### config.mk
export PLATFORM = sky130hd
export DESIGN_NAME = msrd_fill_table
export DESIGN_NICKNAME = d
export VERILOG_FILES = /design/src/hw/rtl/assert_macros.svh /design/src/hw/rtl/msrd_ram.sv /design/src/hw/rtl/msrd_fill_table.sv
export SDC_FILE = /design/constraint.sdc
export NUM_CORES = 1
export LEC_CHECK = 0
export BUFFER_PORTS_ARGS = -buffer_cell sky130_fd_sc_hd__buf_2
export CAP_MARGIN = 20
export CORE_MARGIN = 4
export CORE_UTILIZATION = 55
export CTS_CLUSTER_DIAMETER = 80
export DETAILED_ROUTE_END_ITERATION = 10
export PLACE_DENSITY = 0.82
export RECOVER_POWER = 50
export SLEW_MARGIN = 15
export SYNTH_ARGS = -nofsm -noshare
export SYNTH_HDL_FRONTEND = slang
export SYNTH_SLANG_ARGS = --single-unit
### constraint.sdc
create_clock -name clock -period 3.5 [get_ports clock]
set_clock_uncertainty 0.15 [all_clocks]
set_input_delay 0.35 -clock clock [delete_from_list [all_inputs] [get_ports clock]]
set_output_delay 0.35 -clock clock [all_outputs]
set_load 0.01 [all_outputs]
### src/hw/rtl/assert_macros.svh
// ----------------------------------------------------------------------------
// Assertion macros
// Clocked implication checks, disabled while reset is high.
// ----------------------------------------------------------------------------
`ifndef ASSERT_MACROS_SVH
`define ASSERT_MACROS_SVH

// same-cycle implication
`define ASSERT_IMPLIES(label, clk, rst, ante, cons) \
   label: assert property (@(posedge clk) disable iff (rst) (ante) |-> (cons)) \
      else $error("assertion failed: same-cycle implication");

// next-cycle implication
`define ASSERT_NEXT(label, clk, rst, ante, cons) \
   label: assert property (@(posedge clk) disable iff (rst) (ante) |=> (cons)) \
      else $error("assertion failed: next-cycle implication");

`endif

### src/hw/rtl/msrd_ram.sv
// ----------------------------------------------------------------------------
// msrd_ram
// Simple dual-port RAM, one write and one registered read port.
// ----------------------------------------------------------------------------
module msrd_ram #(
   parameter int WIDTH = 32,
   parameter int DEPTH = 1024
) (
   input  logic                     clock,
   input  logic                     wr_en,
   input  logic [$clog2(DEPTH)-1:0] wr_addr,
   input  logic [WIDTH-1:0]         wr_data,
   input  logic [$clog2(DEPTH)-1:0] rd_addr,
   output logic [WIDTH-1:0]         rd_data
);

   logic [WIDTH-1:0] mem [DEPTH];
   logic [WIDTH-1:0] rd_data_ff;

   always_ff @(posedge clock) begin
      if (wr_en) begin
         mem[wr_addr] <= wr_data;
      end
      rd_data_ff <= mem[rd_addr];
   end

   assign rd_data = rd_data_ff;

endmodule

### src/hw/rtl/msrd_fill_table.sv
// ----------------------------------------------------------------------------
// msrd_fill_table
// Per-stack fill levels in RAM; valid bits make unwritten entries read zero.
// ----------------------------------------------------------------------------
module msrd_fill_table #(
   parameter int IDX_W = 3,
   parameter int LVL_W = 11
) (
   input  logic             clock,
   input  logic             reset,
   input  logic [IDX_W-1:0] rd_idx,
   output logic [LVL_W-1:0] rd_lvl,
   input  logic             wr_en,
   input  logic [IDX_W-1:0] wr_idx,
   input  logic [LVL_W-1:0] wr_lvl
);

   localparam int ENTRIES = 2 ** IDX_W;

   logic [ENTRIES-1:0] vld_ff;
   logic               rd_vld_ff;
   logic [LVL_W-1:0]   ram_rd_data;

   msrd_ram #(
      .WIDTH (LVL_W),
      .DEPTH (ENTRIES)
   ) u_ram (
      .clock   (clock),
      .wr_en   (wr_en),
      .wr_addr (wr_idx),
      .wr_data (wr_lvl),
      .rd_addr (rd_idx),
      .rd_data (ram_rd_data)
   );

   always_ff @(posedge clock) begin
      if (reset) begin
         vld_ff    <= '0;
         rd_vld_ff <= 1'b0;
      end else begin
         if (wr_en) begin
            vld_ff[wr_idx] <= 1'b1;
         end
         rd_vld_ff <= vld_ff[rd_idx];
      end
   end

   assign rd_lvl = rd_vld_ff ? ram_rd_data : '0;

endmodule

==> metrics.cfg <==
[grt]
grt_pass1_wl_um=10600
antenna_found_initial=0
grt_usage_pct=16.7
grt_max_degree=26
grt-ovfl-total=0
grt_pass1_vias=1970

[timing]
setup_viol=0
slew_headroom_pct=39.2
tns_ns=0
slew_violations=0
tightest_slew_ns=0.913
hold_viol=0
rsz0062_at_grt=no
period_share_pct=52.3
hold_slack_ns=0.100
fin_crit_ns=1.83
timing.fmax_mhz=546

[place]
post_dp_cell_area_um2=4360
portBuffers=30
dp_hpwl_um=3890
place_congestion=0.693

[power]
powerDensity_nw_per_um2=499
ir_drop_mv=0.306
power.leakage_nw=1.55

[job]
drv_cap=0

[setup_path]
worst_ep_arrival_time_ns=1.67
cp_data_required_time_ns=3.33
crit_chain=clkbuf_1 > nor4bb_1 > clkbuf_1
end_kind=flip-flop
critical_path.most_common_cell=clkbuf_1
path_class=input port to flip-flop
r2r_slack_ns=2.02
startpoint_type=input port
path_buf_inv=2
path_delay_family=buffers and inverters
critical-path-max-stage-delay_ns=0.70
cp_slowest_cell=clkbuf_1
crit_fanout=12

[layout]
syn_to_final_growth_pct=10.3
finalInstanceArea_um2=4500
insertedDiodeCount=0
final_common_cell=edfxtp_1
fin_nets=250
drive_gt1_share_pct=24.3
final_cell_mix=edfxtp_1 (88), dfxtp_1 (20), mux4_1 (19)

[synthesis]
syn_avg_cell_area_um2=21.1
yosys_warnings=0
netlist_instances=193
syn_nets=213
synth.top_cells.by_area=edfxtp_1 (65%), mux4_1 (12%), dfxtp_1 (9.8%)
yosys.area.top_type=edfxtp_1
ys_seq_area_share_pct=74.6
synth_top_area_share_pct=64.8
ys_seq_elements=108
yosysUniqueCellTypes=21
synth_area_um2=4080

[run_status]
outcome=finished, final reports clean

[clock_tree]
cts.repair.resized=0
clk-insertion-delay-late_ns=0.35
cts_buffers=9
cts_hold_buf=0
numClockSinks=108
cts_buffer_depth=2
cts_tree=done
cts_root_buf=clkbuf_8
cts_max_level=3
clk_pin_slew_ns=0.09
post_cts_buffers=0

[worst_hold_path]
hp-class=input port to flip-flop

[floorplanning]
io_pins=31
core_um2=7210
die_w_um=94.1
rows=31
start_util_pct=56.5
dieArea_um2=8850
dieHeight_um=94.1

[drt]
drt-pass1-iter-count=4
drtIter0Drc=94
via_per_inst=5.61
drcViolationCount=0
wl_per_cell_um=19.7
drtAntennaViolNets=0
wl_um=6570
via_count=1874

synthesized netlist by cell type:
| cell type | instances |
|---|---|
| a21o_1 | 1 |
| a311oi_1 | 1 |
| and2_1 | 11 |
| and4b_1 | 2 |
| buf_2 | 3 |
| buf_6 | 3 |
| clkbuf_1 | 4 |
| dfxtp_1 | 20 |
| edfxtp_1 | 88 |
| inv_1 | 1 |
| mux2_2 | 11 |
| mux2i_1 | 2 |
| mux4_1 | 19 |
| mux4_2 | 4 |
| nand2_1 | 2 |
| nor2_1 | 13 |
| nor3_1 | 1 |
| nor3b_1 | 1 |
| nor4b_1 | 1 |
| nor4bb_1 | 2 |
| o21ba_2 | 3 |
registers in the layout, summed over array words and instances, names as in the netlist:
signal / count
u_ram.rd_data: 11
vld_ff: 8
rd_vld_ff: 1
u_ram.mem: 88
stage by stage:
step / utilization [%] / total power [W] / instances / setup WS, ns
after floorplan: - / 0.00156 / 193 / 1.22
after global placement: 60.4 / 0.00161 / 318 / 1.42
after detailed placement: 60.4 / 0.00162 / 318 / 1.38
after CTS: 62.9 / 0.00227 / 334 / 1.62
after global routing: 62.3 / 0.00234 / 334 / 1.53
final: 62.3 / 0.00225 / 334 / 1.67
path summary, 6_finish.rpt:
path	endpoint	start	cells past startpoint
hold / removal	vld_ff[6]	reset	2
hold reg to reg	vld_ff[6]	vld_ff[6]	2
setup / recovery	u_ram.mem[1][9]	wr_idx[0]	3
setup reg to reg	u_ram.rd_data[8]	u_ram.mem[1][8]	2
report_power, final:
part	internal, W	switching [W]
Combinational	0.0000623	0.0000666
Clock	0.000262	0.000402
Sequential	0.00144	0.0000135
Total	0.00176	0.000482
area by class of cell:
type | instances | area [um2]
clock buffers | 9 | 124
fillers | 534 | 2720
flip-flops and latches | 108 | 3040
multi-input cells | 74 | 983
repair buffers | 36 | 168
inverters | 1 | 3.75
clock inverters | 7 | 51.3
well taps | 99 | 124
layer usage:
metal	wire [um]	track usage [%]
met5	0	0
met2	3380	27.6
met4	68	4.33
met3	335	3.85
met1	2790	22.6
cells by family (layout without fill, tap and decap cells):
group	Yosys count	in the layout	synth area share [%]
simple gates	33	33	4.57
mux	36	36	18.0
flops	108	108	74.6
compound gates	5	5	1.14
buf+inv	11	53	1.66
Power figures use the tool's default switching activity.
